### config.mk
export PLATFORM = sky130hd
export DESIGN_NAME = video_window_attention_mask_core
export DESIGN_NICKNAME = d
export VERILOG_FILES = /design/src/vwam_pkg.sv /design/src/video_window_attention_mask_core.sv /design/src/vwam_div.sv /design/src/vwam_window.sv
export SDC_FILE = /design/constraint.sdc
export NUM_CORES = 2
export LEC_CHECK = 0
export ABC_CLOCK_PERIOD_IN_PS = 8200
export BUFFER_PORTS_ARGS = -buffer_cell sky130_fd_sc_hd__buf_2
export CORE_ASPECT_RATIO = 0.5
export CORE_MARGIN = 2
export CORE_UTILIZATION = 55
export DETAILED_ROUTE_END_ITERATION = 16
export PLACE_DENSITY = 0.68
export SETUP_SLACK_MARGIN = 0.4
export SYNTH_ARGS = -nofsm -noshare
export SYNTH_HDL_FRONTEND = slang
export SYNTH_SLANG_ARGS = --single-unit
export TNS_END_PERCENT = 30
### constraint.sdc
create_clock -name clk_i -period 8.2 [get_ports clk_i]
set_clock_uncertainty 0.15 [all_clocks]
set_input_delay 0.41 -clock clk_i [delete_from_list [all_inputs] [get_ports clk_i]]
set_output_delay 0.41 -clock clk_i [all_outputs]
set_load 0.005 [all_outputs]
### src/vwam_pkg.sv
// ============================================================================
// vwam_pkg
// Shared widths, register indexes and types of the video window mask core.
// ============================================================================
package vwam_pkg;

  // Field and register widths
  localparam int unsigned START_W = 20;
  localparam int unsigned TPF_W   = 16;
  localparam int unsigned FRAME_W = 13;
  localparam int unsigned MODE_W  = 2;

  // Configuration port
  localparam int unsigned CFG_AW = 3;
  localparam int unsigned CFG_DW = 20;

  // Register indexes
  localparam logic [CFG_AW-1:0] REG_SPAN_BASE     = 3'd0;
  localparam logic [CFG_AW-1:0] REG_FRAME_TOKENS  = 3'd1;
  localparam logic [CFG_AW-1:0] REG_FRAME_COUNT   = 3'd2;
  localparam logic [CFG_AW-1:0] REG_WINDOW_RADIUS = 3'd3;
  localparam logic [CFG_AW-1:0] REG_FRAME_CHUNK   = 3'd4;
  localparam logic [CFG_AW-1:0] REG_ANCHOR_MODE   = 3'd5;

  // Anchor mode bits
  localparam int unsigned ANCHOR_KEY_BIT   = 0;
  localparam int unsigned ANCHOR_QUERY_BIT = 1;

  // Datapath widths
  localparam int unsigned PROD_W  = FRAME_W + TPF_W;     // frames * tokens
  localparam int unsigned WIN_W   = FRAME_W + 2;         // signed group bound
  localparam int unsigned BOUND_W = WIN_W + FRAME_W + 1; // signed frame bound

  // Pipeline depth in registers, input capture to result
  localparam int unsigned FRONT_STAGES = 3;
  localparam int unsigned BACK_STAGES  = 3;
  localparam int unsigned LATENCY      = FRONT_STAGES + 2 * FRAME_W + BACK_STAGES;

  typedef struct packed {
    logic [START_W-1:0] span_base;
    logic [TPF_W-1:0]   frame_tokens;
    logic [FRAME_W-1:0] frame_count;
    logic [FRAME_W-1:0] window_radius;
    logic [FRAME_W-1:0] frame_chunk;
    logic [MODE_W-1:0]  anchor_mode;
  } cfg_t;

  // Per-word info carried alongside the group divider
  typedef struct packed {
    logic               in_span;
    logic [FRAME_W-1:0] qf;
    logic [FRAME_W-1:0] kf;
  } win_item_t;

endpackage

### src/video_window_attention_mask_core.sv
// Result: allowed_o is driven with done_o for one cycle, once the word taken
// with start_i has passed through all pipeline registers
// (3 front stages, 13 + 13 divider stages, 3 back).
// Throughput: one word per cycle; the two pipelined dividers set the depth.
// busy_o stays low, the receiver cannot stall, so nothing ever backs up.
// Reset clears all valid bits and the configuration registers to zero.
// ============================================================================
// video_window_attention_mask_core
// Sliding-window attention mask for video token spans: per query/key pair
// decides whether attention is allowed.
// ============================================================================
module video_window_attention_mask_core
  import vwam_pkg::*;
#(
  parameter int unsigned ROW_BITS = 20
) (
  input  logic                clk_i,
  input  logic                rst_ni,
  input  logic                start_i,
  output logic                busy_o,
  input  logic [ROW_BITS-1:0] query_index_i,
  input  logic [ROW_BITS-1:0] key_index_i,
  output logic                done_o,
  output logic                allowed_o,
  input  logic                cfg_we_i,
  input  logic [CFG_AW-1:0]   cfg_addr_i,
  input  logic [CFG_DW-1:0]   cfg_wdata_i
);

  localparam int unsigned DW = (ROW_BITS > START_W) ? ROW_BITS : START_W;
  localparam int unsigned CW = (DW > PROD_W) ? DW : PROD_W;

  // ---------------- configuration registers
  cfg_t cfg_d, cfg_q;

  always_comb begin
    cfg_d = cfg_q;
    if (cfg_we_i) begin
      unique case (cfg_addr_i)
        REG_SPAN_BASE:     cfg_d.span_base     = cfg_wdata_i[START_W-1:0];
        REG_FRAME_TOKENS:  cfg_d.frame_tokens  = cfg_wdata_i[TPF_W-1:0];
        REG_FRAME_COUNT:   cfg_d.frame_count   = cfg_wdata_i[FRAME_W-1:0];
        REG_WINDOW_RADIUS: cfg_d.window_radius = cfg_wdata_i[FRAME_W-1:0];
        REG_FRAME_CHUNK:   cfg_d.frame_chunk   = cfg_wdata_i[FRAME_W-1:0];
        REG_ANCHOR_MODE:   cfg_d.anchor_mode   = cfg_wdata_i[MODE_W-1:0];
        default:           cfg_d = cfg_q;
      endcase
    end
  end

  always_ff @(posedge clk_i or negedge rst_ni) begin
    if (!rst_ni) begin
      cfg_q <= '0;
    end else begin
      cfg_q <= cfg_d;
    end
  end

  // ---------------- input capture
  logic accept;

  assign busy_o = 1'b0;
  assign accept = start_i && !busy_o;

  logic                vld1_q;
  logic [ROW_BITS-1:0] q1_q, k1_q;

  always_ff @(posedge clk_i or negedge rst_ni) begin
    if (!rst_ni) begin
      vld1_q <= 1'b0;
    end else begin
      vld1_q <= accept;
    end
  end

  always_ff @(posedge clk_i) begin
    if (accept) begin
      q1_q <= query_index_i;
      k1_q <= key_index_i;
    end
  end

  // ---------------- offsets from span start, span length
  logic [DW:0]         dq_diff, dk_diff;
  logic [PROD_W-1:0]   prod_d;

  assign dq_diff = {1'b0, DW'(q1_q)} - {1'b0, DW'(cfg_q.span_base)};
  assign dk_diff = {1'b0, DW'(k1_q)} - {1'b0, DW'(cfg_q.span_base)};
  assign prod_d  = PROD_W'(cfg_q.frame_count) * PROD_W'(cfg_q.frame_tokens);

  logic              vld2_q;
  logic              qlow2_q, klow2_q;
  logic [DW-1:0]     dq2_q, dk2_q;
  logic [PROD_W-1:0] prod2_q;

  always_ff @(posedge clk_i or negedge rst_ni) begin
    if (!rst_ni) begin
      vld2_q <= 1'b0;
    end else begin
      vld2_q <= vld1_q;
    end
  end

  always_ff @(posedge clk_i) begin
    if (vld1_q) begin
      qlow2_q <= dq_diff[DW];
      klow2_q <= dk_diff[DW];
      dq2_q   <= dq_diff[DW-1:0];
      dk2_q   <= dk_diff[DW-1:0];
      prod2_q <= prod_d;
    end
  end

  // ---------------- span test; empty span never matches
  logic in_span_d;

  assign in_span_d = !qlow2_q && (CW'(dq2_q) < CW'(prod2_q))
                  && !klow2_q && (CW'(dk2_q) < CW'(prod2_q));

  logic          vld3_q;
  logic          span3_q;
  logic [DW-1:0] dq3_q, dk3_q;

  always_ff @(posedge clk_i or negedge rst_ni) begin
    if (!rst_ni) begin
      vld3_q <= 1'b0;
    end else begin
      vld3_q <= vld2_q;
    end
  end

  always_ff @(posedge clk_i) begin
    if (vld2_q) begin
      span3_q <= in_span_d;
      dq3_q   <= dq2_q;
      dk3_q   <= dk2_q;
    end
  end

  // ---------------- frame index of query and key
  logic [1:0][DW-1:0]      frame_dvd;
  logic [1:0][FRAME_W-1:0] frame_quo;
  logic                    frame_vld;
  logic                    frame_span;

  assign frame_dvd[0] = dq3_q;
  assign frame_dvd[1] = dk3_q;

  vwam_div #(
    .LANES (2),
    .DW    (DW),
    .QW    (FRAME_W),
    .VW    (TPF_W),
    .SW    (1)
  ) u_frame_div (
    .clk_i      (clk_i),
    .rst_ni     (rst_ni),
    .valid_i    (vld3_q),
    .dividend_i (frame_dvd),
    .divisor_i  (cfg_q.frame_tokens),
    .side_i     (span3_q),
    .valid_o    (frame_vld),
    .quotient_o (frame_quo),
    .side_o     (frame_span)
  );

  // ---------------- chunk group of the query frame
  win_item_t               grp_item_in, grp_item_out;
  logic [0:0][FRAME_W-1:0] grp_dvd;
  logic [0:0][FRAME_W-1:0] grp_quo;
  logic                    grp_vld;

  assign grp_item_in.in_span = frame_span;
  assign grp_item_in.qf      = frame_quo[0];
  assign grp_item_in.kf      = frame_quo[1];
  assign grp_dvd[0]          = frame_quo[0];

  vwam_div #(
    .LANES (1),
    .DW    (FRAME_W),
    .QW    (FRAME_W),
    .VW    (FRAME_W),
    .SW    ($bits(win_item_t))
  ) u_group_div (
    .clk_i      (clk_i),
    .rst_ni     (rst_ni),
    .valid_i    (frame_vld),
    .dividend_i (grp_dvd),
    .divisor_i  (cfg_q.frame_chunk),
    .side_i     (grp_item_in),
    .valid_o    (grp_vld),
    .quotient_o (grp_quo),
    .side_o     (grp_item_out)
  );

  // ---------------- window and anchor decision
  vwam_window u_window (
    .clk_i     (clk_i),
    .rst_ni    (rst_ni),
    .valid_i   (grp_vld),
    .item_i    (grp_item_out),
    .group_i   (grp_quo[0]),
    .cfg_i     (cfg_q),
    .done_o    (done_o),
    .allowed_o (allowed_o)
  );

endmodule

### src/vwam_div.sv
// ============================================================================
// vwam_div
// Pipelined restoring divider: one quotient bit per stage, shared divisor,
// one or more dividend lanes and a sideband that rides with the valid bit.
// ============================================================================
module vwam_div #(
  parameter int unsigned LANES = 2,
  parameter int unsigned DW    = 20,
  parameter int unsigned QW    = 13,
  parameter int unsigned VW    = 16,
  parameter int unsigned SW    = 1
) (
  input  logic                       clk_i,
  input  logic                       rst_ni,
  input  logic                       valid_i,
  input  logic [LANES-1:0][DW-1:0]   dividend_i,
  input  logic [VW-1:0]              divisor_i,
  input  logic [SW-1:0]              side_i,
  output logic                       valid_o,
  output logic [LANES-1:0][QW-1:0]   quotient_o,
  output logic [SW-1:0]              side_o
);

  // Quotient must fit in QW bits: dividend < divisor << QW
  localparam int unsigned EW = DW + QW;

  logic                     vld_q  [QW];
  logic [LANES-1:0][DW-1:0] rem_q  [QW-1];
  logic [LANES-1:0][QW-1:0] quo_q  [QW];
  logic [SW-1:0]            side_q [QW];

  for (genvar s = 0; s < QW; s++) begin : g_stage
    localparam int unsigned Shift = QW - 1 - s;

    logic                     vld_in;
    logic [LANES-1:0][DW-1:0] rem_in;
    logic [LANES-1:0][QW-1:0] quo_in;
    logic [SW-1:0]            side_in;
    logic [EW-1:0]            step;
    logic [LANES-1:0]         fits;

    if (s == 0) begin : g_head
      assign vld_in  = valid_i;
      assign rem_in  = dividend_i;
      assign quo_in  = '0;
      assign side_in = side_i;
    end else begin : g_tail
      assign vld_in  = vld_q[s-1];
      assign rem_in  = rem_q[s-1];
      assign quo_in  = quo_q[s-1];
      assign side_in = side_q[s-1];
    end

    // Trial subtract of divisor at this bit weight
    assign step = EW'(divisor_i) << Shift;

    always_comb begin
      for (int l = 0; l < LANES; l++) begin
        fits[l] = EW'(rem_in[l]) >= step;
      end
    end

    always_ff @(posedge clk_i or negedge rst_ni) begin
      if (!rst_ni) begin
        vld_q[s] <= 1'b0;
      end else begin
        vld_q[s] <= vld_in;
      end
    end

    always_ff @(posedge clk_i) begin
      if (vld_in) begin
        side_q[s] <= side_in;
        for (int l = 0; l < LANES; l++) begin
          quo_q[s][l] <= {quo_in[l][QW-2:0], fits[l]};
        end
      end
    end

    // Remainder goes on to the next stage only
    if (s < QW - 1) begin : g_rem
      logic [LANES-1:0][EW-1:0] diff;

      always_comb begin
        for (int l = 0; l < LANES; l++) begin
          diff[l] = EW'(rem_in[l]) - step;
        end
      end

      always_ff @(posedge clk_i) begin
        if (vld_in) begin
          for (int l = 0; l < LANES; l++) begin
            rem_q[s][l] <= fits[l] ? diff[l][DW-1:0] : rem_in[l];
          end
        end
      end
    end
  end

  assign valid_o    = vld_q[QW-1];
  assign quotient_o = quo_q[QW-1];
  assign side_o     = side_q[QW-1];

endmodule

### src/vwam_window.sv
// ============================================================================
// vwam_window
// Window bounds, anchor checks and the final allow decision (three stages).
// ============================================================================
module vwam_window
  import vwam_pkg::*;
(
  input  logic               clk_i,
  input  logic               rst_ni,
  input  logic               valid_i,
  input  win_item_t          item_i,
  input  logic [FRAME_W-1:0] group_i,
  input  cfg_t               cfg_i,
  output logic               done_o,
  output logic               allowed_o
);

  // ---------------- stage A: group select, unscaled bounds, anchors
  logic               chunked;
  logic [FRAME_W-1:0] gsel;
  logic [FRAME_W-1:0] csel;
  logic [FRAME_W-1:0] last_frame;
  logic signed [WIN_W-1:0] lo_f_d, hi_f_d;
  logic               key_anc_d, qry_anc_d;

  assign chunked    = cfg_i.frame_chunk != '0;
  assign gsel       = chunked ? group_i : item_i.qf;
  assign csel       = chunked ? cfg_i.frame_chunk : FRAME_W'(1);
  assign last_frame = cfg_i.frame_count - FRAME_W'(1);

  // lo = g - r, exclusive hi = g + r + 1, both in groups
  assign lo_f_d = $signed(WIN_W'(gsel)) - $signed(WIN_W'(cfg_i.window_radius));
  assign hi_f_d = $signed(WIN_W'(gsel)) + $signed(WIN_W'(cfg_i.window_radius))
                + $signed(WIN_W'(1));

  assign key_anc_d = (item_i.kf == '0) || (item_i.kf == last_frame);
  assign qry_anc_d = (item_i.qf == '0) || (item_i.qf == last_frame);

  logic                    vld_a_q;
  logic                    span_a_q;
  logic [FRAME_W-1:0]      kf_a_q;
  logic [FRAME_W-1:0]      csel_a_q;
  logic signed [WIN_W-1:0] lo_f_q, hi_f_q;
  logic                    key_anc_a_q, qry_anc_a_q;

  always_ff @(posedge clk_i or negedge rst_ni) begin
    if (!rst_ni) begin
      vld_a_q <= 1'b0;
    end else begin
      vld_a_q <= valid_i;
    end
  end

  always_ff @(posedge clk_i) begin
    if (valid_i) begin
      span_a_q    <= item_i.in_span;
      kf_a_q      <= item_i.kf;
      csel_a_q    <= csel;
      lo_f_q      <= lo_f_d;
      hi_f_q      <= hi_f_d;
      key_anc_a_q <= key_anc_d;
      qry_anc_a_q <= qry_anc_d;
    end
  end

  // ---------------- stage B: scale bounds to frames
  logic signed [BOUND_W-1:0] lo_d, hi_d;

  assign lo_d = BOUND_W'(lo_f_q) * $signed(BOUND_W'(csel_a_q));
  assign hi_d = BOUND_W'(hi_f_q) * $signed(BOUND_W'(csel_a_q));

  logic                      vld_b_q;
  logic                      span_b_q;
  logic [FRAME_W-1:0]        kf_b_q;
  logic signed [BOUND_W-1:0] lo_q, hi_q;
  logic                      key_anc_b_q, qry_anc_b_q;

  always_ff @(posedge clk_i or negedge rst_ni) begin
    if (!rst_ni) begin
      vld_b_q <= 1'b0;
    end else begin
      vld_b_q <= vld_a_q;
    end
  end

  always_ff @(posedge clk_i) begin
    if (vld_a_q) begin
      span_b_q    <= span_a_q;
      kf_b_q      <= kf_a_q;
      lo_q        <= lo_d;
      hi_q        <= hi_d;
      key_anc_b_q <= key_anc_a_q;
      qry_anc_b_q <= qry_anc_a_q;
    end
  end

  // ---------------- stage C: window test and anchors
  logic signed [BOUND_W-1:0] kf_ext;
  logic                      in_win;
  logic                      allowed_d;

  assign kf_ext    = $signed(BOUND_W'(kf_b_q));
  assign in_win    = (kf_ext >= lo_q) && (kf_ext < hi_q);
  assign allowed_d = !span_b_q || in_win
                  || (cfg_i.anchor_mode[ANCHOR_KEY_BIT] && key_anc_b_q)
                  || (cfg_i.anchor_mode[ANCHOR_QUERY_BIT] && qry_anc_b_q);

  logic done_q;
  logic allowed_q;

  always_ff @(posedge clk_i or negedge rst_ni) begin
    if (!rst_ni) begin
      done_q <= 1'b0;
    end else begin
      done_q <= vld_b_q;
    end
  end

  always_ff @(posedge clk_i) begin
    if (vld_b_q) begin
      allowed_q <= allowed_d;
    end
  end

  assign done_o    = done_q;
  assign allowed_o = allowed_q;

endmodule

* After elaboration in Yosys (flattened, before gate mapping)
Memories as Yosys holds them, arrays and structs flattened. Cells that the tools add are included.
Operators by class: add/subtract/negate cells 42, $mul 3, $lt $le $gt $ge 43, eq/ne operators 7, multiplexer cells 89, reductions and logical operators 24
Operators with widths (count):
- two-way mux 20 bit | 24
- subtractor 20 bit | 18
- two-way mux 13 bit | 13
- subtractor 13 bit | 12
- < comparator 20 x 29 -> 1 bit | 2
- >= comparator 20 x 28 -> 1 bit | 2
- >= comparator 20 x 27 -> 1 bit | 2
- >= comparator 20 x 26 -> 1 bit | 2
- two-way mux 1 bit | 52
- >= comparator 20 x 25 -> 1 bit | 2
- >= comparator 20 x 24 -> 1 bit | 2
- >= comparator 20 x 23 -> 1 bit | 2
- >= comparator 20 x 22 -> 1 bit | 2
- >= comparator 20 x 21 -> 1 bit | 2
- subtractor 20 x 20 -> 21 bit | 2
- >= comparator 20 x 16 -> 1 bit | 2
- >= comparator 20 x 17 -> 1 bit | 2
- >= comparator 20 x 18 -> 1 bit | 2
- >= comparator 20 x 19 -> 1 bit | 2
- >= comparator 20 bit | 2
- subtractor 20 x 17 -> 20 bit | 2
- subtractor 20 x 18 -> 20 bit | 2
- subtractor 20 x 19 -> 20 bit | 2
- >= comparator 14 x 29 -> 1 bit | 1
- 32 further kinds | 52
Word-level totals: bits in registers 394, memory bits (writable) 1507, output and inout bits 3, word-level logic and storage cells 276, memories 6
Memory list:
- u_frame_div.rem_q | words 12, bits a word 40, read ports 12, clocked after Yosys merged registers in 0, wr ports 12, line vwam_div.sv:28 | logic [LANES-1:0][DW-1:0] rem_q [QW-1];
- u_group_div.side_q | words 13, bits a word 27, read ports 13, clocked after Yosys merged registers in 0, wr ports 13, line vwam_div.sv:30 | logic [SW-1:0] side_q [QW];
- u_frame_div.quo_q | words 13, bits a word 26, read ports 13, clocked after Yosys merged registers in 0, wr ports 13, line vwam_div.sv:29 | logic [LANES-1:0][QW-1:0] quo_q [QW];
- u_group_div.quo_q | words 13, bits a word 13, read ports 13, clocked after Yosys merged registers in 0, wr ports 13, line vwam_div.sv:29
- u_group_div.rem_q | words 12, bits a word 13, read ports 12, clocked after Yosys merged registers in 0, wr ports 12, line vwam_div.sv:28
- u_frame_div.side_q | words 13, bits a word 1, read ports 13, clocked after Yosys merged registers in 0, wr ports 13, line vwam_div.sv:30

* Depth between registers and ports, before layout
depth in word-level cells 5, gate-level depth with buffers 25

* By module
Synthesis repeated with hierarchy kept, for this count alone.
Unflattened totals: cell total of the unflattened synthesis 7984, area total of the unflattened synthesis 99706.9 um^2
Modules (own cells, without submodules):
- vwam_div (u_frame_div) | instances 1, cells each 3185, area an instance 39277.7 um^2, seq. area each 20594.8 um^2
- vwam_div (u_group_div) | instances 1, cells each 1232, area an instance 23172.2 um^2, seq. area each 18282.5 um^2
- vwam_window | instances 1, cells each 2024, area an instance 20154.3 um^2, seq. area each 4008.8 um^2
- video_window_attention_mask_core | instances 1, cells each 1543, area an instance 17102.7 um^2, seq. area each 6566.3 um^2

* Worst setup path after synthesis
OpenSTA, ideal clock, no wires.
path kind register -> register, start register u_window.hi_f_q[5], end register u_window.hi_q[27], data pin, arrival time 6.320 ns, data required time 7.892 ns, setup slack 1.572 ns, cell stages (with the launch flop) 25, buffers on the path 1, period minus slack after synthesis 6.628 ns, cell sequence edfxtp_1 > clkbuf_1 > and2_1 > fa_1 > inv_1 > fa_1 > inv_1 > fa_1 > inv_1 > fa_1 > inv_1 > fa_1 > inv_1 > fa_1 > inv_1 > ha_1 > a21o_1 > a21oi_1 > o32ai_1 > and3_1 > a211o_1 > a41o_1 > o41ai_2 > or4b_1 > o211ai_1
On the way: cells in the longest elaborated chain, start to end 1
Ends and longest elaborated chain:
- start, declared | line vwam_window.sv:43 | logic signed [WIN_W-1:0] lo_f_q, hi_f_q;
- start signal, assigned | line vwam_window.sv:60 | hi_f_q <= hi_f_d;
- multiplier 15 x 14 -> 29 bit | line vwam_window.sv:70 | assign hi_d = BOUND_W'(hi_f_q) * $signed(BOUND_W'(csel_a_q));
- via u_window.hi_d[27] | line vwam_window.sv:67 | logic signed [BOUND_W-1:0] lo_d, hi_d;
- end signal, assigned | line vwam_window.sv:91 | hi_q <= hi_d;
- end, declared | line vwam_window.sv:75 | logic signed [BOUND_W-1:0] lo_q, hi_q;
The timed path passes the listed nets, and every way through them passes these cells. A chain may end at the register's enable or synchronous reset.

* Worst setup path after layout
start register u_window.csel_a_q[4], end register u_window.hi_q[27], data pin
On the way: cells in the longest elaborated chain, start to end 1
Ends and longest elaborated chain:
- start, declared | line vwam_window.sv:42 | logic [FRAME_W-1:0] csel_a_q;
- start signal, assigned | line vwam_window.sv:58 | csel_a_q <= csel;
- multiplier 15 x 14 -> 29 bit | line vwam_window.sv:70
- via u_window.hi_d[27] | line vwam_window.sv:67
The timed path passes the listed nets, and every way through them passes these cells.

==> run metrics <==
maximum root-to-sink buffer count=4; FP Rows=approximately 110; die area=180000 sq um; largest net degree at the start of global routing=75; CTS Root Buffer Type=clkbuf_16; port bufs=68; r2r setup slk=between 1 and 1.5 ns; post-CTS setup buffer count=0; vias=~60000; cells taking the most area after synthesis=edfxtp_1, fa_1, ha_1; DRC=0; top cell type's share of synthesized area=0.456; setup violators final=0; Post-DP HPWL=157000 um; fin area=106000 sq um; critical path launch point type=flip-flop; Seq cells post-synth=1588; worst path required time=8.69 ns; final setup TNS=0 ns; first-pass GRT wire length=342000 um; crit path capture type=flip-flop; GRT Overall Usage=0.246; CTS tree=yes; Starting Density=0.552; Reg clk slew, reported paths=0.07 ns; Die Width=around 600 um; Hold Crit Class=input pin to flip-flop; Placer Congestion=0.887; largest area contributor in the synthesized netlist=edfxtp_1; dominant synthesized flop cell=edfxtp_1; synthesized area=97300 sq um; Pre-Repair DR Iteration Count=6; CP max-delay cell=fa_1; min Tclk post-route=~7.2 ns; Async SR Flop Fraction=0.0686; layout cell share with drive strength beyond 1=0.0841; commonest cells in the netlist=edfxtp_1, inv_1, ha_1, fa_1, nand2_1; Crit Path Max Fanout=13; worst-margin pin slew=1.25 ns; htree depth=4; Max Freq=140 MHz; fin nets=roughly 9600; CP delay by family, top=adder cells; Synth Area per Inst=approximately 12 sq um; area of the multi-input gates=45900 sq um; DR WL/cell=20.3 um; Sink Count=roughly 1600; initial drt markers=5070; Final Hold Fails=0; placed inst area=101000 sq um; Ys Warns=0; final WL=216000 um; number of synthesized flops with an enable pin=1479; core area=176000 sq um; antenna violations before repair=12; IO Pins=70; Seq/Total Area, Yosys=0.484; RSZ-0062 raised after global routing=false; final max-slew violation count=0; register area=47200 sq um; area delta synth->final=8.78%; Syn Nets=9412; Worst Path Buf+Inv=6; Syn Inst Count=8000; status=complete, no violations; Layout Utilization=0.601; Max-slew headroom=0.167; final hold slack=~0.10 ns; Final Cycle Share=0.872; post-CTS resize count=0; crit-path max cell delay=0.58 ns; Yosys cell types=104; Avg Vias per Cell=5.62; worst skew pair latency=0.80 ns; Max Cap Viol=0; count leader, synth=edfxtp_1; worst-path cell chain=and2_1 > fa_1 > inv_1 > fa_1 > inv_1 > fa_1 > inv_1 > fa_1 > inv_1 > fa_1 > inv_1 > fa_1 > inv_1 > ha_1 > a21o_1 > a21oi_1 > o32ai_1 > and3_1 > a211o_1 > a41o_1 > o41ai_2 > or4b_1 > o211ai_1; Post-DRT Antenna Nets=0; total grt overflow=0; Die Height=about 300 um; ant diodes=0; arrival time worst endpoint=7.64 ns; Setup CP Type=flip-flop to flip-flop; CTS Buf Count=roughly 150; Fillers=14000; vias in the first global route=around 60000
==> path summary, 6_finish.rpt <==
| kind | end | from | cells after the start |
|---|---|---|---|
| min reg2reg | u_window.done_o$_DFF_PN0_ | u_window.vld_b_q$_DFF_PN0_ | 0 |
| max in group asynchronous | cfg_q[41]$_DFFE_PN0P_ | rst_ni | 4 |
| max | u_window.hi_q[27]$_DFFE_PP_ | u_window.csel_a_q[4]$_SDFFCE_PP0P_ | 23 |
| min | cfg_q[1]$_DFFE_PN0P_ | cfg_we_i | 3 |
| max reg2reg | u_window.hi_q[27]$_DFFE_PP_ | u_window.csel_a_q[4]$_SDFFCE_PP0P_ | 23 |
| min in group asynchronous | cfg_q[59]$_DFFE_PN0P_ | rst_ni | 4 |
==> flip-flops by register name (all words and copies together), names as in the netlist, 28 cells and up <==
name and cells:
u_group_div.rem_q 88, u_window.hi_q 29, u_frame_div.quo_q 182, u_frame_div.rem_q 480, prod2_q 29, u_group_div.quo_q 91, cfg_q 77, u_group_div.side_q 341
u_window.lo_q 28
==> area by class of cell <==
type / instances / share of cell area
clock buffers: 194 / 0.0384
clock inverters: 67 / 0.00520
inverters: 953 / 0.0338
multi-input cells: 5275 / 0.434
flip-flops and latches: 1588 / 0.446
well taps: 2386 / 0.0282
repair buffers: 212 / 0.0151
==> per-stage QoR <==
stage	cells	setup slack, ns
2_1_floorplan	8000	1.57
3_3_place_gp	10400	1.12
3_5_place_dp	10400	1.03
4_1_cts	10700	1.07
5_1_grt	10700	0.652
6_report	10700	1.05
==> cell families after synthesis <==
kind of cell / after synthesis / synth area share
AOI/OAI and AO/OA: 1281 / 0.0835
buffers and inverters: 1137 / 0.0443
muxes: 284 / 0.0323
adders and majority gates: 1345 / 0.216
xor gates and xnor gates: 451 / 0.0406
other: 1 / 0.0000385
DFF: 1588 / 0.484
and+or+nand+nor: 1913 / 0.0983
==> per-layer routing <==
| layer | global-route usage | share of wire |
|---|---|---|
| met3 | 0.0383 | 0.060 |
| met5 | 0 | 0.000037 |
| met4 | 0.0796 | 0.034 |
| met2 | 0.393 | 0.46 |
| met1 | 0.347 | 0.45 |
==> layout by cell type, fill, tap and decap left out, types with 33 or more instances in the layout <==
cell type,n
o21a_1,77
dfrtp_1,87
nand4_1,72
inv_1,938
o21ai_0,324
a211oi_1,43
nor2b_1,104
and2_1,298
nor3_1,98
ha_1,782
fa_1,563
nor2_1,428
edfxtp_1,1479
clkbuf_1,33
a21o_1,156
xor2_1,163
nand2b_1,81
buf_2,67
nand2_1,549
nor4_1,64
mux2i_1,45
a21oi_1,371
buf_4,80
clkbuf_16,153
xnor2_1,288
nand3_1,65
mux2_2,235
dlygate4sd3_1,63
==> worst min-delay path: stages <==
cell and delay, ns:
buf_2 0.11, nand4b_1 0.25, mux2_2 0.21
==> repair_timing <==
action | in CTS | in global routing
endpoints found under the hold margin | 222 | 0
hold buffers | 64 | 0
endpoints found under the setup margin | 0 | 0
Power is not shown: default switching activity piles up to over one toggle a cycle in this logic, so the estimate is an artifact.
